[config.mk]
export PLATFORM = sky130hd
export DESIGN_NAME = button_press_long_press_detector
export DESIGN_NICKNAME = d
export VERILOG_FILES = /design/src/design/bplp_pkg.sv /design/src/design/button_press_long_press_detector.sv /design/src/design/bplp_lane.sv /design/src/design/bplp_merge.sv
export SDC_FILE = /design/constraint.sdc
export NUM_CORES = 1
export LEC_CHECK = 0
export ABC_AREA = 1
export BUFFER_PORTS_ARGS = -buffer_cell sky130_fd_sc_hd__buf_2
export CAP_MARGIN = 20
export CORE_ASPECT_RATIO = 1.25
export CORE_MARGIN = 4
export CORE_UTILIZATION = 70
export DETAILED_ROUTE_END_ITERATION = 6
export HOLD_SLACK_MARGIN = 0.15
export PLACE_DENSITY_LB_ADDON = 0.3
export SLEW_MARGIN = 10
export SYNTH_ARGS = -nofsm -noshare
export SYNTH_HDL_FRONTEND = slang
export SYNTH_SLANG_ARGS = --single-unit
[constraint.sdc]
create_clock -name clk -period 5.7 [get_ports clk]
set_input_delay 1.14 -clock clk [delete_from_list [all_inputs] [get_ports clk]]
set_output_delay 1.14 -clock clk [all_outputs]
set_load 0.01 [all_outputs]
[src/design/bplp_pkg.sv]
package bplp_pkg;

  localparam int BTN_CNT   = 8;
  localparam int IDX_W     = 3;
  localparam int TICK_W    = 32;
  localparam int THR_W     = 16;
  localparam int MAP_W     = 24;
  localparam int CFG_IDX_W = 8;

  localparam logic [THR_W-1:0] THR_RESET = 16'd500;
  localparam logic [MAP_W-1:0] MAP_RESET = 24'hFAC688;

  localparam logic [CFG_IDX_W-1:0] REG_LONG_TICKS = 8'd0;
  localparam logic [CFG_IDX_W-1:0] REG_PIN_MAP    = 8'd1;

  typedef enum logic [1:0] {
    KIND_PRESS   = 2'd0,
    KIND_RELEASE = 2'd1,
    KIND_LONG    = 2'd2
  } kind_t;

  typedef struct packed {
    logic  vld;
    kind_t kind;
  } lane_evt_t;

endpackage

[src/design/button_press_long_press_detector.sv]
// Button press and long-press detector. Each input transaction is one poll of
// an active-low 8-bit button port plus the current 32-bit tick. Every button
// has its own lane that compares its mapped port bit with the stored level and
// checks the held time against long_press_ticks (wrapping subtraction,
// strictly greater). A poll is evaluated in the cycle it is accepted and yields
// 0 to 8 events (press, release or long press), which leave one per cycle in
// button order while out_tready does not stall the output, the final one
// flagged by out_tlast. The next poll is taken in the cycle the last pending
// event moves to the output register, and a poll without events does not hold
// off the next one. Configuration writes are always accepted and must only be
// issued while the block is idle.
module button_press_long_press_detector (
  input  logic        clk,
  input  logic        rst_n,
  input  logic        in_tvalid,
  output logic        in_tready,
  input  logic [39:0] in_tdata,   // [7:0] port_bits, [39:8] now_tick
  output logic        out_tvalid,
  input  logic        out_tready,
  output logic [7:0]  out_tdata,  // [2:0] button_index, [7:3] zero
  output logic [1:0]  out_tuser,  // [1:0] event_kind
  output logic        out_tlast,  // last_event
  input  logic        cfg_valid,
  output logic        cfg_ready,
  input  logic [7:0]  cfg_index,
  input  logic [23:0] cfg_data
);
  import bplp_pkg::*;

  logic [THR_W-1:0]  thr_r;
  logic [MAP_W-1:0]  map_r;
  logic [7:0]        port_bits;
  logic [TICK_W-1:0] now_tick;
  logic              accept;
  lane_evt_t         lane_evt [BTN_CNT];
  logic [IDX_W-1:0]  out_idx;
  kind_t             out_kind;

  assign cfg_ready = 1'b1;
  assign port_bits = in_tdata[7:0];
  assign now_tick  = in_tdata[39:8];
  assign accept    = in_tvalid && in_tready;

  always_ff @(posedge clk) begin
    if (!rst_n) begin
      thr_r <= THR_RESET;
      map_r <= MAP_RESET;
    end else if (cfg_valid) begin
      unique case (cfg_index)
        REG_LONG_TICKS: thr_r <= cfg_data[THR_W-1:0];
        REG_PIN_MAP:    map_r <= cfg_data[MAP_W-1:0];
        default: ;
      endcase
    end
  end

  for (genvar g = 0; g < BTN_CNT; g++) begin : g_lane
    bplp_lane u_lane (
      .clk       (clk),
      .rst_n     (rst_n),
      .accept    (accept),
      .port_bits (port_bits),
      .now_tick  (now_tick),
      .pin_sel   (map_r[3*g +: 3]),
      .thr       (thr_r),
      .evt       (lane_evt[g])
    );
  end

  bplp_merge u_merge (
    .clk      (clk),
    .rst_n    (rst_n),
    .lane_evt (lane_evt),
    .in_vld   (in_tvalid),
    .in_rdy   (in_tready),
    .out_vld  (out_tvalid),
    .out_rdy  (out_tready),
    .out_idx  (out_idx),
    .out_kind (out_kind),
    .out_last (out_tlast)
  );

  assign out_tdata = {{(8-IDX_W){1'b0}}, out_idx};
  assign out_tuser = out_kind;

endmodule

[src/design/bplp_lane.sv]
module bplp_lane (
  input  logic                         clk,
  input  logic                         rst_n,
  input  logic                         accept,
  input  logic [7:0]                   port_bits,
  input  logic [bplp_pkg::TICK_W-1:0]  now_tick,
  input  logic [2:0]                   pin_sel,
  input  logic [bplp_pkg::THR_W-1:0]   thr,
  output bplp_pkg::lane_evt_t          evt
);
  import bplp_pkg::*;

  logic              level_r, level_nxt;
  logic              fired_r, fired_nxt;
  logic [TICK_W-1:0] start_r, start_nxt;
  logic              lvl;
  logic              changed;
  logic [TICK_W-1:0] held;
  logic              long_hit;

  assign lvl      = port_bits[pin_sel];
  assign changed  = (lvl != level_r);
  assign held     = now_tick - start_r;
  assign long_hit = !changed && !level_r && !fired_r &&
                    (held > {{(TICK_W-THR_W){1'b0}}, thr});

  always_comb begin
    evt.vld   = changed || long_hit;
    evt.kind  = changed ? (lvl ? KIND_RELEASE : KIND_PRESS) : KIND_LONG;
    level_nxt = level_r;
    fired_nxt = fired_r;
    start_nxt = start_r;
    if (accept) begin
      if (changed) begin
        level_nxt = lvl;
        if (!lvl) begin
          start_nxt = now_tick;
          fired_nxt = 1'b0;
        end
      end else if (long_hit) begin
        fired_nxt = 1'b1;
      end
    end
  end

  always_ff @(posedge clk) begin
    if (!rst_n) begin
      level_r <= 1'b1;
      fired_r <= 1'b0;
      start_r <= '0;
    end else begin
      level_r <= level_nxt;
      fired_r <= fired_nxt;
      start_r <= start_nxt;
    end
  end

endmodule

[src/design/bplp_merge.sv]
module bplp_merge (
  input  logic                       clk,
  input  logic                       rst_n,
  input  bplp_pkg::lane_evt_t        lane_evt [bplp_pkg::BTN_CNT],
  input  logic                       in_vld,
  output logic                       in_rdy,
  output logic                       out_vld,
  input  logic                       out_rdy,
  output logic [bplp_pkg::IDX_W-1:0] out_idx,
  output bplp_pkg::kind_t            out_kind,
  output logic                       out_last
);
  import bplp_pkg::*;

  logic [BTN_CNT-1:0] mask_r, mask_nxt;
  kind_t              kind_r [BTN_CNT];
  logic [BTN_CNT-1:0] sel_hot;
  logic [IDX_W-1:0]   sel_idx;
  logic               sel_last;
  logic               move;
  logic               accept;
  logic               ovld_r, ovld_nxt;
  logic [IDX_W-1:0]   oidx_r;
  kind_t              okind_r;
  logic               olast_r;

  always_comb begin
    sel_idx = '0;
    for (int i = BTN_CNT - 1; i >= 0; i--) begin
      if (mask_r[i]) sel_idx = IDX_W'(i);
    end
  end

  assign sel_hot  = mask_r & (~mask_r + 1'b1);
  assign sel_last = ((mask_r & ~sel_hot) == '0);
  assign move     = (|mask_r) && (!ovld_r || out_rdy);
  // Take a new poll once the pending set is empty or drains this cycle.
  assign in_rdy   = (mask_r == '0) || (move && sel_last);
  assign accept   = in_vld && in_rdy;

  always_comb begin
    mask_nxt = mask_r;
    if (accept) begin
      for (int i = 0; i < BTN_CNT; i++) mask_nxt[i] = lane_evt[i].vld;
    end else if (move) begin
      mask_nxt = mask_r & ~sel_hot;
    end
    ovld_nxt = ovld_r;
    if (move) ovld_nxt = 1'b1;
    else if (out_rdy) ovld_nxt = 1'b0;
  end

  always_ff @(posedge clk) begin
    if (!rst_n) begin
      mask_r <= '0;
      ovld_r <= 1'b0;
    end else begin
      mask_r <= mask_nxt;
      ovld_r <= ovld_nxt;
    end
  end

  always_ff @(posedge clk) begin
    if (accept) begin
      for (int i = 0; i < BTN_CNT; i++) kind_r[i] <= lane_evt[i].kind;
    end
    if (move) begin
      oidx_r  <= sel_idx;
      okind_r <= kind_r[sel_idx];
      olast_r <= sel_last;
    end
  end

  assign out_vld  = ovld_r;
  assign out_idx  = oidx_r;
  assign out_kind = okind_r;
  assign out_last = olast_r;

endmodule

==> impl_summary.md <==
CTS
The count of buffers added by post-CTS timing repair for setup is 0. In this run, post-CTS repair resized a total of 0 instances. The clock drives 343 sinks. After clock tree synthesis, the flow added hold-fix buffers numbering 0. The root buffer cell chosen for the clock tree is clkbuf_16.

The number of CTS-inserted buffers is 39. The clock transition at the registers of the reported paths is 0.06 ns. The clock tree from TritonCTS is built. The H-tree generated during clock tree synthesis spans 2 levels. The later pin in the worst-skew pair is clocked with a latency of 0.58 ns.

The buffer levels on the longest clock path is 3.

STA
The final critical path time including I/O delays and setup is 4.51 ns. At the pin with the least slew margin, the transition time is 1.15 ns. The count of final setup violators is 0. The final period utilization is 79.1%. Across all setup checks in the final design, the least slack found is 1.19 ns. The final hold violation count is 0. The setup TNS is 0 ns. The final max-slew violation count is 0. The final setup skew is 0.0192 ns. Based on the critical path, the design can be clocked at up to 222 MHz. The worst pin sits at a relative slew slack of 23.2%. Setup repair after global routing left no endpoint under its margin.

GRT
Entering global routing, the biggest net connects 177 pins. The initial antenna violation count is 4. The global router's overall resource usage is 42.6%. The total congestion overflow after global routing is 0. The first global-routing pass estimated 188 mm of wire. The via count of the first global-routing pass is 37000.

Power and ir drop
The leakage power figure is 0.0219 µW. The power share of the combinational group is 56.8%. For this design the ratio of total power to cell area is 351 nW/µm². Of the total power, the share spent switching nets is 47.4%.

The maximum ir drop on the vdd rail is 0.331 mV. Per report_power, the sequential group accounts for 23.4% of the total. The switching power total is 6400 µW. The internal portion of the total power is 7090 µW. The proportion of power drawn by the clock network is 19.9%. The design draws 13500 µW.

Setup path
The biggest fanout along the worst timing path is 12. The critical setup path kind is in2reg. The kind of capture point of the worst setup path is a register. The data required time of the worst path is 6.18 ns.

STA classifies the critical path startpoint as an input pin. At the worst endpoint, the arrival time is 4.99 ns.

Placement
The number of buffers added on ports is 84. Detailed placement ended at an HPWL of 89.3 mm. The weighted congestion at the end of routability-driven global placement is 1.05. Once placement completed, the tool counted placed cells totaling 7067.

The post-placement setup slack is 0.720 ns.

Logic synthesis
Sequential cells were found to cover 19.6% of the synthesized design area. The count of different cell masters after synthesis is 42. The prevailing post-synth register cell is dfxtp_1. The count of warnings emitted by yosys is 0. The number of synthesized flops with an enable pin is 22. The number of flip-flops and latches in the synthesized netlist is 343. Of all flip-flops after synthesis, the portion carrying an async set or reset was 0%. The cell area after synthesis is 36200 µm². In this run the mean area of a mapped cell was 5.64 µm². The instance count of the mapped netlist is 6413.

Floorplanning
The die is 211 µm wide. During I/O placement, the number of pins put on the boundary was 91. From bottom edge to top edge, the die measures 262 µm. Once the floorplan was initialized, standard cells occupied 71.2% of the core. The die outline area is 55400 µm². The total area inside the core boundary comes to 50800 µm². The number of core rows is 92.

Detailed routing
For this block, the initial DRC count from the detailed router was 3677. The detailed-route via count is 39900. The average detailed-routed wire length per instance is 17.1 µm. The pre-antenna-repair detailed-routing pass consisted of 7 iterations. The remaining antenna violation count is 0. After detailed routing, the number of vias per cell comes to 5.59. The DRC violation count after routing is 1.

The detailed-route wire length is 122 mm.

Min path
The worst hold path belongs to the class reg2reg.

Finish
The number of fill cells is 4373. The area growth from synthesis to layout is 6.29%. The count of nets after finishing is 6921. The area used by multi-input combinational logic is 23500 µm². The finished layout holds 7141 standard cells, fillers aside. The share of layout cells above drive strength 1 is 3.02%. Registers take 7090 µm².

Run status
The run finished, with violations left. The checks that failed: design-rule violations.

Flow run
The max-capacitance violation count is 0.
-- logic make-up (layout without fill, tap and decap cells) --
group | after synthesis | after routing | share of synthesized area [%]
AND/OR/NAND/NOR | 3159 | 3159 | 35.0
other | 2 | 9 | 0.0208
flip-flops | 343 | 343 | 19.6
XOR/XNOR | 121 | 121 | 2.93
AO/OA/AOI/OAI | 923 | 923 | 13.2
buffers and inverters | 1473 | 1536 | 15.5
adder cells (fa/ha/maj) | 392 | 392 | 13.7
-- flip-flops by register name (all words and copies together) (netlist names) --
name / flops
g_lane.u_lane.start_r: 256
map_r: 24
thr_r: 16
u_merge.kind_r: 16
g_lane.u_lane.fired_r: 8
g_lane.u_lane.level_r: 8
u_merge.mask_r: 8
u_merge.out_idx: 3
u_merge.out_kind: 2
u_merge.out_last: 1
u_merge.out_vld: 1
-- power by group through the flow --
stage	clock network (µW)	logic, µW	registers [µW]
floorplan	0	5650	3130
global placement	0	7190	3170
detailed placement	0	7380	3190
CTS	2690	7470	3140
global route	2780	8660	3190
finish	2680	7660	3150
-- critical path: stages --
cell and delay, ns:
buf_2 0.13, inv_1 0.64, ha_1 0.32, fa_1 0.21, inv_1 0.08, nand2_1 0.06, nand2_1 0.06, and2_1 0.16
nand2_1 0.06, nand3_1 0.13, xor2_1 0.18, ha_1 0.27, nand2_1 0.06, nor4_1 0.36, nand3_1 0.12, nand2_1 0.09
nand3_1 0.07, nor2_1 0.08, nand2_1 0.05, nor2_1 0.09, nand2_1 0.16, nand2_1 0.13, nand2_1 0.07, nand2_1 0.06
nand2_1 0.06, a21oi_1 0.13
-- cell usage in the layout (no fill, tap or decap), drive strengths merged, types with 32 or more instances in the layout --
cell and count:
a21oi 507, and2 32, buf 100, clkbuf 55, dfxtp 321, ha 384, inv 1369, nand2 2220
nand3 259, nand4 66, nor2 514, o21ai 369, xor2 112
-- final timing paths --
kind                           startpoint                      endpoint  slack, ns  cells after the start
max reg2reg             u_merge.mask_r[0]  g_lane[6].u_lane.start_r[19]       2.12                     12
max                           in_tdata[8]      g_lane[6].u_lane.fired_r       1.19                     26
min reg2reg  g_lane[7].u_lane.start_r[15]  g_lane[7].u_lane.start_r[15]       0.46                      2
min          g_lane[7].u_lane.start_r[15]  g_lane[7].u_lane.start_r[15]       0.46                      2
-- through the flow --
step	hold slack, ns	area (µm²)	utilization (%)
global route	0.473	38400	75.7
global placement	0.441	37100	73.0
CTS	0.459	38400	75.6
detailed placement	0.451	37100	73.0
floorplan	0.427	36200	-
finish	0.458	38400	75.7
-- layer usage --
metal | up-vias | wire, µm | global-route usage, %
li1 | 19900 | - | -
met1 | 17700 | 45600 | 49.5
met2 | 1868 | 54600 | 70.8
met3 | 531 | 10900 | 6.75
met4 | 0 | 11200 | 31.3
met5 | - | 0 | 0
-- final cells by class --
| type | count | share of cell area (%) |
|---|---|---|
| Inverter | 1366 | 13.3 |
| Tap cell | 658 | 2.14 |
| Clock buffer | 54 | 2.95 |
| Sequential cell | 343 | 18.4 |
| Antenna cell | 3 | 0.0195 |
| Multi-Input combinational cell | 4601 | 61.1 |
| Timing Repair Buffer | 101 | 1.51 |
| Clock inverter | 15 | 0.521 |
-- synthesized netlist by cell type, types with 4 or more instances --
cell	n	area, µm²
nand2_1	2214	8310
inv_1	1363	5120
nor2_1	505	1900
a21oi_1	497	2490
ha_1	384	4800
o21ai_0	347	1740
dfxtp_1	321	6430
nand3_1	259	1300
xor2_1	112	981
clkbuf_1	79	297
nand4_1	66	413
and2_1	32	200
nor3_1	25	125
edfxtp_1	22	661
o21ai_1	19	95.1
nand3b_1	15	113
o211ai_1	15	113
o21bai_1	15	113
buf_2	14	70.1
and3_1	12	75.1
a21oi_2	10	87.6
xnor2_1	9	78.8
fa_1	8	160
nor2_2	8	50.1
nor3b_1	8	60.1
buf_6	7	78.8
a21o_1	6	45.0
buf_4	6	45.0
nand2_2	5	31.3
or2_2	4	25.0
No activity file was read; power rests on OpenSTA's default activity.
